**config.mk**
```make
export PLATFORM = sky130hd
export DESIGN_NAME = msb_first_bit_packer_flat
export DESIGN_NICKNAME = d
export VERILOG_FILES = /design/src/rtl/mfbp_pkg.sv /design/src/rtl/mfbp_if.sv /design/src/rtl/mfbp_front.sv /design/src/rtl/mfbp_queue.sv /design/src/rtl/mfbp_back.sv /design/src/rtl/msb_first_bit_packer.sv /design/src/flat_wrapper.sv
export VERILOG_INCLUDE_DIRS = /design/src /design/src/rtl
export SDC_FILE = /design/constraint.sdc
export NUM_CORES = 1
export LEC_CHECK = 0
export BUFFER_PORTS_ARGS = -buffer_cell sky130_fd_sc_hd__buf_2
export CAP_MARGIN = 20
export CORE_MARGIN = 5
export CORE_UTILIZATION = 50
export DETAILED_ROUTE_END_ITERATION = 8
export PLACE_DENSITY_LB_ADDON = 0.05
export SYNTH_ARGS = -nofsm -noshare
export SYNTH_HDL_FRONTEND = slang
export SYNTH_HIERARCHICAL = 1
export SYNTH_SLANG_ARGS = --single-unit
```
**constraint.sdc**
```tcl
create_clock -name clk -period 9.05 [get_ports clk]
set_input_delay 0.4525 -clock clk [delete_from_list [all_inputs] [get_ports clk]]
set_output_delay 0.4525 -clock clk [all_outputs]
set_load 0.1 [all_outputs]
```
**src/rtl/msb_first_bit_packer_defines.svh**
```systemverilog
// Assertion macros shared by the bit packer RTL.
`ifndef MSB_FIRST_BIT_PACKER_DEFINES_SVH
`define MSB_FIRST_BIT_PACKER_DEFINES_SVH

// Checked on every rising edge of clk once rst is low.
`define MFBP_ASSERT(name, prop, msg) \
  name: assert property (@(posedge clk) disable iff (rst) prop) else $error(msg);

// Checked on every rising edge of clk, reset included.
`define MFBP_ASSERT_ALWAYS(name, prop, msg) \
  name: assert property (@(posedge clk) prop) else $error(msg);

`endif

```
**src/rtl/mfbp_pkg.sv**
```systemverilog
// Shared constants and types of the MSB-first bit packer.
`default_nettype none
package mfbp_pkg;

  localparam int CODE_W    = 64;  // width of the code field
  localparam int CNT_W     = 7;   // width of the bit count field
  localparam int CODE_BITS = 64;  // largest count honored; larger counts are clamped
  localparam int BYTE_W    = 8;
  localparam int FILL_W    = 3;   // bits pending in the partial byte, 0 to 7
  localparam int NEED_W    = 4;   // bits still needed to close a byte, 1 to 8

  localparam logic FUNC_APPEND = 1'b0;
  localparam logic FUNC_FLUSH  = 1'b1;

  // One command handed from the front end to the packing engine.
  typedef struct packed {
    logic              is_flush;
    logic [CODE_W-1:0] aligned;  // code bits moved up to bit CODE_W-1
    logic [CNT_W-1:0]  count;    // clamped bit count, never zero for an append
  } cmd_t;

  typedef enum logic {
    ST_IDLE,
    ST_RUN
  } st_t;

endpackage
`default_nettype wire

```
**src/rtl/mfbp_if.sv**
```systemverilog
// Valid/ready channel interfaces for code words and packed bytes.
`default_nettype none
interface mfbp_code_if;
  logic                         valid;
  logic                         ready;
  logic                         func;
  logic [mfbp_pkg::CODE_W-1:0]  code;
  logic [mfbp_pkg::CNT_W-1:0]   code_len;

  modport source (output valid, func, code, code_len, input ready);
  modport sink   (input valid, func, code, code_len, output ready);
endinterface

interface mfbp_byte_if;
  logic                         valid;
  logic                         ready;
  logic [mfbp_pkg::BYTE_W-1:0]  out_byte;
  logic                         last;

  modport source (output valid, out_byte, last, input ready);
  modport sink   (input valid, out_byte, last, output ready);
endinterface
`default_nettype wire

```
**src/rtl/mfbp_front.sv**
```systemverilog
// Front end: accepts code words, clamps the count and left-aligns the code bits.
`default_nettype none
module mfbp_front (
  mfbp_code_if.sink       codes,
  output logic            push_valid,
  input  logic            push_ready,
  output mfbp_pkg::cmd_t  push_cmd
);
  import mfbp_pkg::*;

  logic [CNT_W-1:0] cnt;
  logic [CNT_W-1:0] shamt;
  logic             is_flush;

  assign is_flush = (codes.func == FUNC_FLUSH);
  assign cnt      = (codes.code_len > CNT_W'(CODE_BITS)) ? CNT_W'(CODE_BITS)
                                                         : codes.code_len;
  assign shamt    = CNT_W'(CODE_W) - cnt;

  // Words that append nothing are taken and dropped here.
  assign codes.ready       = push_ready;
  assign push_valid        = codes.valid && (is_flush || (cnt != '0));
  assign push_cmd.is_flush = is_flush;
  assign push_cmd.aligned  = codes.code << shamt;
  assign push_cmd.count    = cnt;

endmodule
`default_nettype wire

```
**src/rtl/mfbp_queue.sv**
```systemverilog
// Two-entry command queue between the front end and the packing engine.
`default_nettype none
module mfbp_queue (
  input  logic            clk,
  input  logic            rst,
  input  logic            push_valid,
  output logic            push_ready,
  input  mfbp_pkg::cmd_t  push_cmd,
  output logic            pop_valid,
  input  logic            pop,
  output mfbp_pkg::cmd_t  pop_cmd
);
  import mfbp_pkg::*;

  `include "msb_first_bit_packer_defines.svh"

  cmd_t        entries [2];
  logic        wr_ptr;
  logic        rd_ptr;
  logic [1:0]  count;
  logic        do_push;
  logic        do_pop;

  assign push_ready = (count != 2'd2);
  assign pop_valid  = (count != 2'd0);
  assign pop_cmd    = entries[rd_ptr];
  assign do_push    = push_valid && push_ready;
  assign do_pop     = pop && pop_valid;

  always_ff @(posedge clk) begin
    if (rst) begin
      wr_ptr <= 1'b0;
      rd_ptr <= 1'b0;
      count  <= 2'd0;
    end else begin
      if (do_push) begin
        wr_ptr <= ~wr_ptr;
      end
      if (do_pop) begin
        rd_ptr <= ~rd_ptr;
      end
      count <= count + 2'(do_push) - 2'(do_pop);
    end
  end

  always_ff @(posedge clk) begin
    if (do_push) begin
      entries[wr_ptr] <= push_cmd;
    end
  end

  `MFBP_ASSERT(a_count_bound, (count != 2'd3), "queue holds more entries than it has")
  `MFBP_ASSERT(a_pop_order, (do_pop |=> (rd_ptr != $past(rd_ptr))), "read pointer did not move")

endmodule
`default_nettype wire

```
**src/rtl/mfbp_back.sv**
```systemverilog
// Packing engine: merges code bits into bytes, one byte per cycle unless stalled.
`default_nettype none
module mfbp_back (
  input  logic            clk,
  input  logic            rst,
  input  logic            cmd_valid,
  output logic            cmd_pop,
  input  mfbp_pkg::cmd_t  cmd,
  mfbp_byte_if.source     bytes
);
  import mfbp_pkg::*;

  `include "msb_first_bit_packer_defines.svh"

  st_t                state;
  st_t                state_next;
  logic [CODE_W-1:0]  sh_code;
  logic [CODE_W-1:0]  sh_code_next;
  logic [CNT_W-1:0]   rem;
  logic [CNT_W-1:0]   rem_next;
  logic [BYTE_W-1:0]  partial;
  logic [BYTE_W-1:0]  partial_next;
  logic [FILL_W-1:0]  filled;
  logic [FILL_W-1:0]  filled_next;
  logic               out_valid;
  logic               out_valid_next;
  logic [BYTE_W-1:0]  out_byte;
  logic [BYTE_W-1:0]  out_byte_next;
  logic               out_last;
  logic               out_last_next;

  logic               adv;
  logic [NEED_W-1:0]  need;
  logic [BYTE_W-1:0]  merged;
  logic               emit_full;
  logic [CNT_W-1:0]   rem_after;

  // The output register may be refilled when it is empty or being taken.
  assign adv       = !out_valid || bytes.ready;
  assign need      = NEED_W'(BYTE_W) - NEED_W'(filled);
  assign merged    = partial | (sh_code[CODE_W-1 -: BYTE_W] >> filled);
  assign emit_full = (rem >= CNT_W'(need));
  assign rem_after = rem - CNT_W'(need);
  assign cmd_pop   = (state == ST_IDLE) && cmd_valid && adv;

  assign bytes.valid    = out_valid;
  assign bytes.out_byte = out_byte;
  assign bytes.last     = out_last;

  always_comb begin
    state_next = state;
    unique case (state)
      ST_IDLE: begin
        if (cmd_pop && !cmd.is_flush) begin
          state_next = ST_RUN;
        end
      end
      ST_RUN: begin
        if (adv && !(emit_full && (rem_after != '0))) begin
          state_next = ST_IDLE;
        end
      end
      default: state_next = ST_IDLE;
    endcase
  end

  always_comb begin
    sh_code_next   = sh_code;
    rem_next       = rem;
    partial_next   = partial;
    filled_next    = filled;
    out_valid_next = adv ? 1'b0 : out_valid;
    out_byte_next  = out_byte;
    out_last_next  = out_last;
    unique case (state)
      ST_IDLE: begin
        if (cmd_pop) begin
          if (cmd.is_flush) begin
            if (filled != '0) begin
              out_valid_next = 1'b1;
              out_byte_next  = partial;
              out_last_next  = 1'b1;
            end
            partial_next = '0;
            filled_next  = '0;
          end else begin
            sh_code_next = cmd.aligned;
            rem_next     = cmd.count;
          end
        end
      end
      ST_RUN: begin
        if (adv) begin
          if (emit_full) begin
            out_valid_next = 1'b1;
            out_byte_next  = merged;
            out_last_next  = (rem_after < CNT_W'(BYTE_W));
            partial_next   = '0;
            filled_next    = '0;
            sh_code_next   = sh_code << need;
            rem_next       = rem_after;
          end else begin
            partial_next = merged;
            filled_next  = filled + rem[FILL_W-1:0];
          end
        end
      end
      default: begin
      end
    endcase
  end

  always_ff @(posedge clk) begin
    if (rst) begin
      state     <= ST_IDLE;
      partial   <= '0;
      filled    <= '0;
      out_valid <= 1'b0;
    end else begin
      state     <= state_next;
      partial   <= partial_next;
      filled    <= filled_next;
      out_valid <= out_valid_next;
    end
  end

  always_ff @(posedge clk) begin
    sh_code  <= sh_code_next;
    rem      <= rem_next;
    out_byte <= out_byte_next;
    out_last <= out_last_next;
  end

  `MFBP_ASSERT(a_run_has_bits, ((state == ST_RUN) |-> (rem != '0)), "engine runs with no bits left")
  `MFBP_ASSERT(a_partial_clean, ((partial & (8'hFF >> filled)) == '0), "stray bits below the fill mark")
  `MFBP_ASSERT(a_pop_when_idle, (cmd_pop |-> (state == ST_IDLE)), "command taken while busy")

endmodule
`default_nettype wire

```
**src/rtl/msb_first_bit_packer.sv**
```systemverilog
// Top level of the MSB-first variable-length bit packer.
`default_nettype none
// The packer takes code words on the codes channel and delivers a byte stream on
// the bytes channel. An append word (func = 0) adds the low code_len bits of code,
// most significant bit first, to a partial byte that fills from bit 7 downward; a
// count above 64 is treated as 64 and a count of zero adds nothing. Every byte that
// fills is sent, and last marks the final byte produced by a word. A flush word
// (func = 1) sends the pending partial byte zero-padded at the bottom, if any bit is
// pending, with last set, and then clears it. The front end accepts one word per
// cycle into a two-entry command queue while that queue has room; zero-count
// appends are taken and dropped there. The packing engine behind the queue takes
// a command only while idle, then closes one output byte per step and finally
// merges any leftover bits into the partial byte before it turns idle again; a
// flush is handled as it is taken. The engine's single merge step, which closes at
// most one byte per cycle, sets the throughput; a registered output stage holds
// each finished byte, and the engine stalls while that byte waits to be taken.
module msb_first_bit_packer (
  input  logic        clk,
  input  logic        rst,
  mfbp_code_if.sink   codes,
  mfbp_byte_if.source bytes
);
  import mfbp_pkg::*;

  logic  push_valid;
  logic  push_ready;
  cmd_t  push_cmd;
  logic  pop_valid;
  logic  pop;
  cmd_t  pop_cmd;

  // Classification and alignment of incoming words.
  mfbp_front u_front (
    .codes      (codes),
    .push_valid (push_valid),
    .push_ready (push_ready),
    .push_cmd   (push_cmd)
  );

  // The queue lets the front end keep taking words while the engine emits bytes.
  mfbp_queue u_queue (
    .clk        (clk),
    .rst        (rst),
    .push_valid (push_valid),
    .push_ready (push_ready),
    .push_cmd   (push_cmd),
    .pop_valid  (pop_valid),
    .pop        (pop),
    .pop_cmd    (pop_cmd)
  );

  // The engine owns the partial byte and the output register.
  mfbp_back u_back (
    .clk       (clk),
    .rst       (rst),
    .cmd_valid (pop_valid),
    .cmd_pop   (pop),
    .cmd       (pop_cmd),
    .bytes     (bytes)
  );

endmodule
`default_nettype wire
```
**src/flat_wrapper.sv**
```systemverilog
// flat-port wrapper written by rule: the top's interface ports become plain ports
module msb_first_bit_packer_flat import mfbp_pkg::*;
  (clk, rst, codes_valid, codes_func, codes_code, codes_code_len, codes_ready, bytes_valid, bytes_out_byte, bytes_last, bytes_ready);
  mfbp_code_if codes_i ();
  mfbp_byte_if bytes_i ();
  input  logic clk;
  input  logic rst;
  input wire logic [$bits(codes_i.valid)-1:0] codes_valid;
  input wire logic [$bits(codes_i.func)-1:0] codes_func;
  input wire logic [$bits(codes_i.code)-1:0] codes_code;
  input wire logic [$bits(codes_i.code_len)-1:0] codes_code_len;
  output wire logic [$bits(codes_i.ready)-1:0] codes_ready;
  output wire logic [$bits(bytes_i.valid)-1:0] bytes_valid;
  output wire logic [$bits(bytes_i.out_byte)-1:0] bytes_out_byte;
  output wire logic [$bits(bytes_i.last)-1:0] bytes_last;
  input wire logic [$bits(bytes_i.ready)-1:0] bytes_ready;
  assign codes_i.valid = codes_valid;
  assign codes_i.func = codes_func;
  assign codes_i.code = codes_code;
  assign codes_i.code_len = codes_code_len;
  assign codes_ready = codes_i.ready;
  assign bytes_valid = bytes_i.valid;
  assign bytes_out_byte = bytes_i.out_byte;
  assign bytes_last = bytes_i.last;
  assign bytes_i.ready = bytes_ready;
  msb_first_bit_packer u_core (.clk(clk), .rst(rst), .codes(codes_i), .bytes(bytes_i));
endmodule
```
==> results of run 1 <==
-- power by group through the flow --
stage	Clock (uW)	Combinational (uW)	Sequential (uW)
floorplan	0	1760	1960
global placement	0	2300	2010
detailed placement	0	2310	2030
CTS	1000	2320	2010
global route	1040	2500	2050
finish	975	2340	2010
-- cells in the mapped netlist (10+ instances only) --
cell type	instances	area, sq um
edfxtp_1	224	6730
mux2i_1	179	1790
nand2_1	112	420
nor2_1	110	413
mux4_2	81	1820
o22ai_1	73	457
mux2_4	70	1050
buf_2	55	275
a21o_1	51	383
a21oi_1	49	245
clkbuf_1	45	169
o21ai_0	41	205
mux2_2	32	360
a211oi_1	26	195
a22oi_1	22	165
o221ai_1	21	184
and3_1	19	119
dfxtp_1	18	360
inv_1	17	63.8
o211ai_1	16	120
nor2b_1	15	93.8
a31oi_1	11	68.8
nand3_1	11	55.1
o2bb2ai_1	11	96.3
buf_1	10	37.5
buf_6	10	113
o21a_1	10	75.1
-- metrics by stage --
stage	utilization	instance area, sq um	cells
floorplan	-	17900	1548
global placement	0.518	18400	1984
detailed placement	0.519	18400	1985
CTS	0.540	19200	2029
global route	0.540	19200	2029
finish	0.540	19200	2029
-- sequential cells by signal, indices dropped and copies added, names as in the netlist, named ones only --
register,cells
u_core/u_back/bytes.last,1
u_core/u_back/filled,3
u_core/u_queue/entries,144
u_core/u_queue/wr_ptr,1
u_core/u_queue/rd_ptr,1
u_core/u_back/sh_code,64
u_core/u_back/bytes.out_byte,8
u_core/u_back/state,1
u_core/u_back/rem,7
u_core/u_back/partial,8
u_core/u_queue/count,2
-- cell type report --
| type | instances | area share |
|---|---|---|
| clock inverters | 12 | 0.00607 |
| multi-input cells | 1147 | 0.522 |
| repair buffers | 113 | 0.0330 |
| well taps | 461 | 0.0301 |
| clock buffers | 32 | 0.0340 |
| flip-flops and latches | 242 | 0.370 |
| inverters | 22 | 0.00431 |
-- cells by family (layout without fill, tap and decap cells) --
group | Yosys count | count (layout) | synth area share
AOI/OAI and AO/OA | 428 | 428 | 0.171
buffers and inverters | 159 | 179 | 0.0496
and+or+nand+nor | 332 | 332 | 0.0877
muxes | 363 | 363 | 0.281
adders and majority gates | 11 | 11 | 0.00852
xor gates and xnor gates | 13 | 13 | 0.00677
DFF | 242 | 242 | 0.395
-- layer usage --
layer,track usage,vias up
li1,-,6172
met1,0.356,6752
met2,0.441,477
met3,0.0229,78
met4,0.0692,0
met5,0,-
-- final timing paths --
kind	start	end	slack, ns	cells after the start
min reg2reg	u_core/u_back/partial[6]	u_core/u_back/partial[6]	0.48	2
max reg2reg	u_core/u_back/filled[0]	u_core/u_back/sh_code[58]	3.89	11
min	codes_func	u_core/u_queue/entries[1][71]	0.14	1
max	u_core/u_back/filled[0]	u_core/u_back/sh_code[58]	3.89	11
==> run_results.csv, run 1 <==
group,metric,value,unit
run_status,status,"finished clean",
synthesis,syn_area_per_cell,11.6,sq um
routing,ant_nets,0,
global_routing,antenna_found_initial,0,
timing,final-max-slew-violation-count,0,
clocking,htreeDepth,1,
timing,max_slew_margin,0.140,
finish,layout_common_cells,"edfxtp_1, mux2i_1, nand2_1",
synthesis,synth_seq_area_share,0.395,
routing,highest_layer,"met4",
finish,n_antenna_cell,0,
clocking,numCtsBuffers,25,
setup_path,worstPathRequired,9.20,ns
synthesis,synthesis.area,0.0179,sq mm
clocking,clk_latency,0.52,ns
setup_path,cp_cell_sequence,"inv_1 -> ha_2 -> buf_4 -> inv_1 -> ha_1 -> nor2b_1 -> a211oi_1 -> o21ai_0 -> nand2_1 -> a21oi_4 -> buf_4",
worst_hold_path,hp-class,"primary input to register",
setup_path,crit_path_top_delay_cell,"dfxtp_4",
global_routing,first_global_vias,13100,
synthesis,synth.distinct_cells,95,
floorplanning,die_x,199,um
finish,layout_commonest_cell,"edfxtp_1",
power_and_ir_drop,p_per_area,278,mW/mm^2
timing,skew,0.00869,ns
power_and_ir_drop,pwr-share-comb,0.439,
clocking,cts_sinks,242,
synthesis,synthCells,1548,
floorplanning,ios,87,
timing,fin_crit,5.16,ns
timing,worst_pin_slew,1.28,ns
finish,syn_to_final_growth,6.93,%
clocking,ctsResizeCount,0,
timing,rsz0062_at_grt,"false",
floorplanning,dieHeight,199,um
setup_path,cp.buffers_inverters,4,
power_and_ir_drop,p_sw,2030,uW
place,portBuffers,86,
finish,nNetsFinal,1638,
clocking,clk_path_buf_depth,3,
finish,fillCellCount,3093,
setup_path,crit_path_start_kind,"register",
synthesis,synth_seq_cells,242,
clocking,cts_tree,"built",
finish,drive_above_1_share,0.238,
finish,regArea,0.00709,sq mm
timing,period_share,0.570,
routing,met1_length,22700,um
routing,route.met3.wl,2300,um
power_and_ir_drop,power,5320,uW
setup_path,worstPathArrival,5.30,ns
place,gp_congestion,0.975,
routing,drcViolationCount,0,
routing,wirelength,52300,um
power_and_ir_drop,internal_power,3290,uW
job,drv_cap,0,
timing,setup_viol,0,
routing,drtIter0Drc,1289,
global_routing,grt_overflow_total,0,
place,dpl.hpwl,38300,um
global_routing,grt_first_pass_wirelength,80100,um
routing,vias,13500,
timing,fin_ws,3.89,ns
routing,dr_wl_met2,25800,um
finish,multiInputGateArea,0.0100,sq mm
timing,finalSetupTns,0,ns
global_routing,grtUsageTotal,0.258,
clocking,postCtsHoldBufs,0,
setup_path,endpoint_kind,"register",
routing,vias_per_cell,6.64,
synthesis,postSynth.asyncResetShare,0,
place,dp_slack,3.92,ns
floorplanning,core_area,0.0355,sq mm
power_and_ir_drop,p_leak,0.00712,uW
synthesis,yosys_warnings,6,
routing,first_pass_iters,5,
clocking,clk_pin_slew,0.06,ns
setup_path,worst-path-max-fanout,70,
setup_path,crit_type,"register to register",
clocking,cts_setup_buffers,0,
synthesis,synth_edf_count,224,
timing,timing.hold.ws,0.137,ns
clocking,cts-root-buf,"clkbuf_16",
power_and_ir_drop,seqPwrFrac,0.378,
floorplanning,initial_core_util,0.505,
setup_path,max_stage_delay,0.79,ns
power_and_ir_drop,peakVddDrop,0.212,mV
timing,max_freq,194,MHz
setup_path,path_delay_family,"buffers and inverters",
global_routing,grt_max_degree,73,
power_and_ir_drop,clkPwrFrac,0.183,
synthesis,synthesis.nets,1635,
floorplanning,dieArea,0.0397,sq mm
routing,routedWlPerCell,25.8,um
power_and_ir_drop,swShare,0.382,
synthesis,ys.flop_type,"edfxtp_1",
floorplanning,row_count,69,
timing,hold_viol,0,
(Power assumes the default switching activity.)
==> run 2: changes to the inputs <==
==> constraint.sdc (replaced) <==
create_clock -name clk -period 4.1 [get_ports clk]
set_input_delay 0.205 -clock clk [delete_from_list [all_inputs] [get_ports clk]]
set_output_delay 0.205 -clock clk [all_outputs]
set_load 0.1 [all_outputs]
==> run 2 against run 1 <==
Against the previous run: clock skew increased by 0.0018 ns; fmax increased by 53%; worst hold slack got worse by 0.11 ns; critical path depth decreased by 2; largest power group unchanged.
==> run_results.csv, run 2 (synthesis results as in run 1) <==
group,metric,value,unit
clocking,cts_sinks,242,
setup_path,worstPathRequired,4.23,ns
timing,max_slew_margin,0.270,
floorplanning,ios,87,
finish,syn_to_final_growth,8.13,%
routing,drcViolationCount,0,
place,gp_congestion,0.988,
timing,worst_pin_slew,1.10,ns
clocking,cts-root-buf,"clkbuf_16",
timing,fin_ws,0.726,ns
finish,top_register,"u_core/u_queue/entries",
clocking,postCtsHoldBufs,1,
finish,largest_reg_flops,144,
timing,fin_crit,3.37,ns
place,dpl.hpwl,38800,um
setup_path,crit_type,"register to register",
setup_path,reg2reg_to,"u_core/u_back/sh_code[36]",
global_routing,grt_overflow_total,0,
timing,setup_viol,0,
setup_path,worst-path-max-fanout,69,
finish,reg_top3,"u_core/u_queue/entries (144), u_core/u_back/sh_code (64)",
floorplanning,dieHeight,199,um
timing,max_freq,296,MHz
clocking,clk_path_buf_depth,3,
timing,hold_viol,0,
finish,n_antenna_cell,0,
finish,nNetsFinal,1663,
global_routing,antenna_found_initial,0,
power_and_ir_drop,p_per_area,607,mW/mm^2
setup_path,cp-startpoint,"u_core/u_back/filled[2]",
setup_path,timing.rr.start,"u_core/u_back/filled[2]",
job,drv_cap,0,
timing,rsz0062_at_grt,"false",
finish,drive_above_1_share,0.250,
finish,fillCellCount,3051,
clocking,ctsResizeCount,0,
timing,final-max-slew-violation-count,0,
place,portBuffers,86,
finish,final_area,0.0194,sq mm
finish,layout_common_cells,"edfxtp_1, mux2i_1, nand2_1",
floorplanning,initial_core_util,0.505,
setup_path,reg2reg_setup_slack,0.73,ns
floorplanning,die_x,199,um
routing,vias_per_cell,6.60,
run_status,status,"finished clean",
clocking,htreeDepth,1,
setup_path,endpoint_kind,"register",
power_and_ir_drop,peakVddDrop,0.574,mV
worst_hold_path,hp-class,"primary input to register",
floorplanning,dieArea,0.0397,sq mm
timing,period_share,0.823,
floorplanning,core_area,0.0355,sq mm
setup_path,worstPathArrival,3.51,ns
setup_path,endpoint,"u_core/u_back/sh_code[36]",
routing,first_pass_iters,5,
timing,skew,0.0104,ns
worst_hold_path,hold_depth,2,
global_routing,grt_first_pass_wirelength,80200,um
clocking,numCtsBuffers,24,
floorplanning,row_count,69,
routing,drtIter0Drc,1217,
clocking,cts_tree,"built",
clocking,cts_setup_buffers,0,
timing,finalSetupTns,0,ns
routing,vias,13500,
power_and_ir_drop,power,11800,uW
routing,wirelength,52400,um
routing,ant_nets,0,
place,dp_slack,0.465,ns
global_routing,grtUsageTotal,0.258,
place,place_area,0.0186,sq mm
power_and_ir_drop,p_leak,0.00725,uW
finish,layout_commonest_cell,"edfxtp_1",
setup_path,crit_path_start_kind,"register",
global_routing,first_global_vias,13200,
global_routing,grt_max_degree,73,
setup_path,rr_worst_depth,9,
clocking,clk_pin_slew,0.06,ns
clocking,clk_latency,0.52,ns
routing,routedWlPerCell,25.5,um
-- run 2: power by group --
part           switching, uW  internal [uW]
clock                    891           1230
sequential               552           3820
combinational           3030           2250
-- run 2: how the worst min path moves through the flow --
| stage | start | endpoint | slack (ns) |
|---|---|---|---|
| 2_1_floorplan | rst | register | 0.27 |
| 3_3_place_gp | codes_func | u_core/u_queue/entries[1][71] | 0.43 |
| 3_5_place_dp | codes_func | u_core/u_queue/entries[0][71] | 0.42 |
| 4_1_cts | rst | register | 0.01 |
| 5_1_grt | rst | register | 0.03 |
| 6_report | rst | u_core/u_queue/count[1] | 0.03 |
-- run 2: final cells by class --
class | instances | area [sq um] | area share
multi-input combinational | 1147 | 10000 | 0.517
sequential | 242 | 7090 | 0.366
timing repair buffer | 139 | 856 | 0.0442
clock buffer | 30 | 644 | 0.0332
tap | 461 | 577 | 0.0298
clock inverter | 11 | 108 | 0.00555
inverter | 22 | 82.6 | 0.00426
-- run 2: through the flow --
| step | instances | utilization | hold slack, ns |
|---|---|---|---|
| after detailed placement | 2010 | 0.525 | 0.423 |
| final | 2052 | 0.546 | 0.0284 |
| after floorplan | 1548 | - | 0.274 |
| after CTS | 2052 | 0.546 | 0.0105 |
| after global routing | 2052 | 0.546 | 0.0251 |
| after global placement | 2010 | 0.525 | 0.427 |
-- run 2: metal layers --
layer	global-route usage	share of wire	vias up
met5	0	0	-
met4	0.0745	0.032	0
met3	0.0265	0.051	93
met2	0.431	0.48	488
met1	0.360	0.43	6729
li1	-	-	6227
-- run 2: critical path, stage by stage, from the launching register on --
cell and delay (ns):
dfxtp_1 0.58, inv_1 0.19, ha_2 0.40, inv_2 0.08
buf_4 0.26, a211oi_1 0.19, o21ai_1 0.19, nand2_1 0.15
a21oi_4 0.17, buf_4 0.71
==> run 3: changes to the inputs <==
==> constraint.sdc (replaced) <==
create_clock -name clk -period 3.4 [get_ports clk]
set_input_delay 0.17 -clock clk [delete_from_list [all_inputs] [get_ports clk]]
set_output_delay 0.17 -clock clk [all_outputs]
set_load 0.1 [all_outputs]
==> run 3 against run 2 <==
Against the previous run: count of clock-buffer cells in the layout decreased by 2; non-clock buffer count up 27; global-route usage grew 0.35 points; flip-flop and latch count did not move; critical path depth unchanged; register-to-register slack worse by 0.26 ns; first-iteration DRC count up 13%; fmax grew 15%; clock skew up 0.0075 ns; setup slack got worse by 0.26 ns; core utilization is 1.0 points higher; largest cell class unchanged; largest power group unchanged; highest routed layer unchanged.
==> run_results.csv, run 3 (synthesis results as in run 1) <==
group,metric,value,unit
timing,worst_pin_slew,0.867,ns
timing,max_freq,341,MHz
timing,hold_viol,0,
power_and_ir_drop,power,14400,uW
floorplanning,initial_core_util,0.505,
floorplanning,dieArea,0.0397,sq mm
power_and_ir_drop,p_leak,0.00743,uW
setup_path,worstPathArrival,3.05,ns
timing,final-max-slew-violation-count,0,
clocking,ctsResizeCount,0,
power_and_ir_drop,seqPwrFrac,0.362,
setup_path,crit_path_start_kind,"register",
clocking,cts_setup_buffers,0,
routing,vias,13600,
power_and_ir_drop,pwr-share-comb,0.455,
floorplanning,core_area,0.0355,sq mm
timing,finalSetupTns,0,ns
global_routing,grt_first_pass_wirelength,81300,um
timing,fin_crit,2.93,ns
finish,layout_common_cells,"edfxtp_1, mux2i_1, nand2_1",
power_and_ir_drop,swShare,0.377,
finish,reg_top3,"u_core/u_queue/entries (144), u_core/u_back/sh_code (64)",
global_routing,grt_overflow_total,0,
finish,regArea,0.00709,sq mm
routing,drcViolationCount,0,
clocking,cts_tree,"built",
global_routing,first_global_vias,13600,
global_routing,grt_max_degree,77,
clocking,clk_path_buf_depth,3,
routing,vias_per_cell,6.55,
finish,multiInputGateArea,0.0100,sq mm
finish,top_register,"u_core/u_queue/entries",
worst_hold_path,hp-class,"primary input to register",
clocking,clk_latency,0.51,ns
global_routing,antenna_found_initial,1,
finish,drive_above_1_share,0.265,
job,drv_cap,0,
place,dpl.hpwl,39700,um
global_routing,grtUsageTotal,0.261,
power_and_ir_drop,internal_power,8970,uW
floorplanning,ios,87,
finish,nNetsFinal,1691,
timing,rsz0062_at_grt,"false",
power_and_ir_drop,clkPwrFrac,0.182,
timing,period_share,0.861,
routing,wirelength,52800,um
finish,largest_reg_flops,144,
timing,skew,0.0180,ns
floorplanning,die_x,199,um
finish,syn_to_final_growth,10.2,%
place,dp_slack,0.169,ns
setup_path,worstPathRequired,3.52,ns
clocking,cts-root-buf,"clkbuf_16",
place,portBuffers,86,
clocking,numCtsBuffers,25,
timing,setup_viol,0,
finish,fillCellCount,3075,
setup_path,crit_type,"register to register",
routing,drtIter0Drc,1373,
power_and_ir_drop,p_sw,5420,uW
power_and_ir_drop,p_per_area,729,mW/mm^2
floorplanning,dieHeight,199,um
routing,ant_nets,0,
setup_path,worst-path-max-fanout,9,
power_and_ir_drop,peakVddDrop,0.695,mV
run_status,status,"finished clean",
routing,routedWlPerCell,25.4,um
floorplanning,row_count,69,
routing,first_pass_iters,5,
setup_path,endpoint_kind,"register",
timing,fin_ws,0.471,ns
clocking,postCtsHoldBufs,2,
clocking,htreeDepth,1,
finish,layout_commonest_cell,"edfxtp_1",
finish,utilization,0.557,
clocking,cts_sinks,242,
timing,max_slew_margin,0.418,
clocking,clk_pin_slew,0.06,ns
place,gp_congestion,0.975,
[run 3: area by class of cell]
cell class	instances	area share
clock inverters	14	0.00710
multi-input cells	1147	0.508
clock buffers	28	0.0323
inverters	22	0.00482
repair buffers	166	0.0588
diodes	1	0.000127
flip-flops and latches	242	0.359
well taps	461	0.0292
[run 3: per-stage QoR]
stage,hold slack (ns),instances,area [sq um]
5_1_grt,0.105,2080,19700
2_1_floorplan,0.232,1548,18100
3_3_place_gp,0.388,2036,18900
6_report,0.0931,2081,19700
4_1_cts,0.0611,2080,19700
3_5_place_dp,0.394,2036,18900
[run 3: path summary, 6_finish.rpt]
path	startpoint	endpoint	slack, ns	cells after the start
max	u_core/u_back/filled[1]	u_core/u_back/bytes.out_byte[5]	0.47	9
min	codes_code_len[1]	u_core/u_queue/entries[0][1]	0.09	3
max reg2reg	u_core/u_back/filled[1]	u_core/u_back/bytes.out_byte[5]	0.47	9
min reg2reg	u_core/u_back/partial[7]	u_core/u_back/partial[7]	0.48	2
[run 3: power by group through the flow]
stage          logic (uW)  clock network [uW]  registers, uW
2_1_floorplan        4730                   0           5150
3_3_place_gp         6470                   0           5220
6_report             6560                2630           5210
5_1_grt              7010                2820           5310
3_5_place_dp         6490                   0           5260
4_1_cts              6530                2700           5200
[run 3: critical path, cell delays in order, from the launching register on]
cell and delay [ns]:
dfxtp_1 0.46, inv_1 0.11, ha_4 0.32, inv_6 0.05, ha_4 0.27, nor2b_4 0.19, a211oi_2 0.09, o211ai_2 0.29
nand2_1 0.08, a21oi_1 0.69
[run 3: routing by layer]
layer | global-route usage | vias to the layer above | share of wire
li1 | - | 6275 | -
met1 | 0.355 | 6719 | 0.43
met2 | 0.438 | 540 | 0.48
met3 | 0.0287 | 106 | 0.050
met4 | 0.0928 | 0 | 0.040
met5 | 0 | - | 0
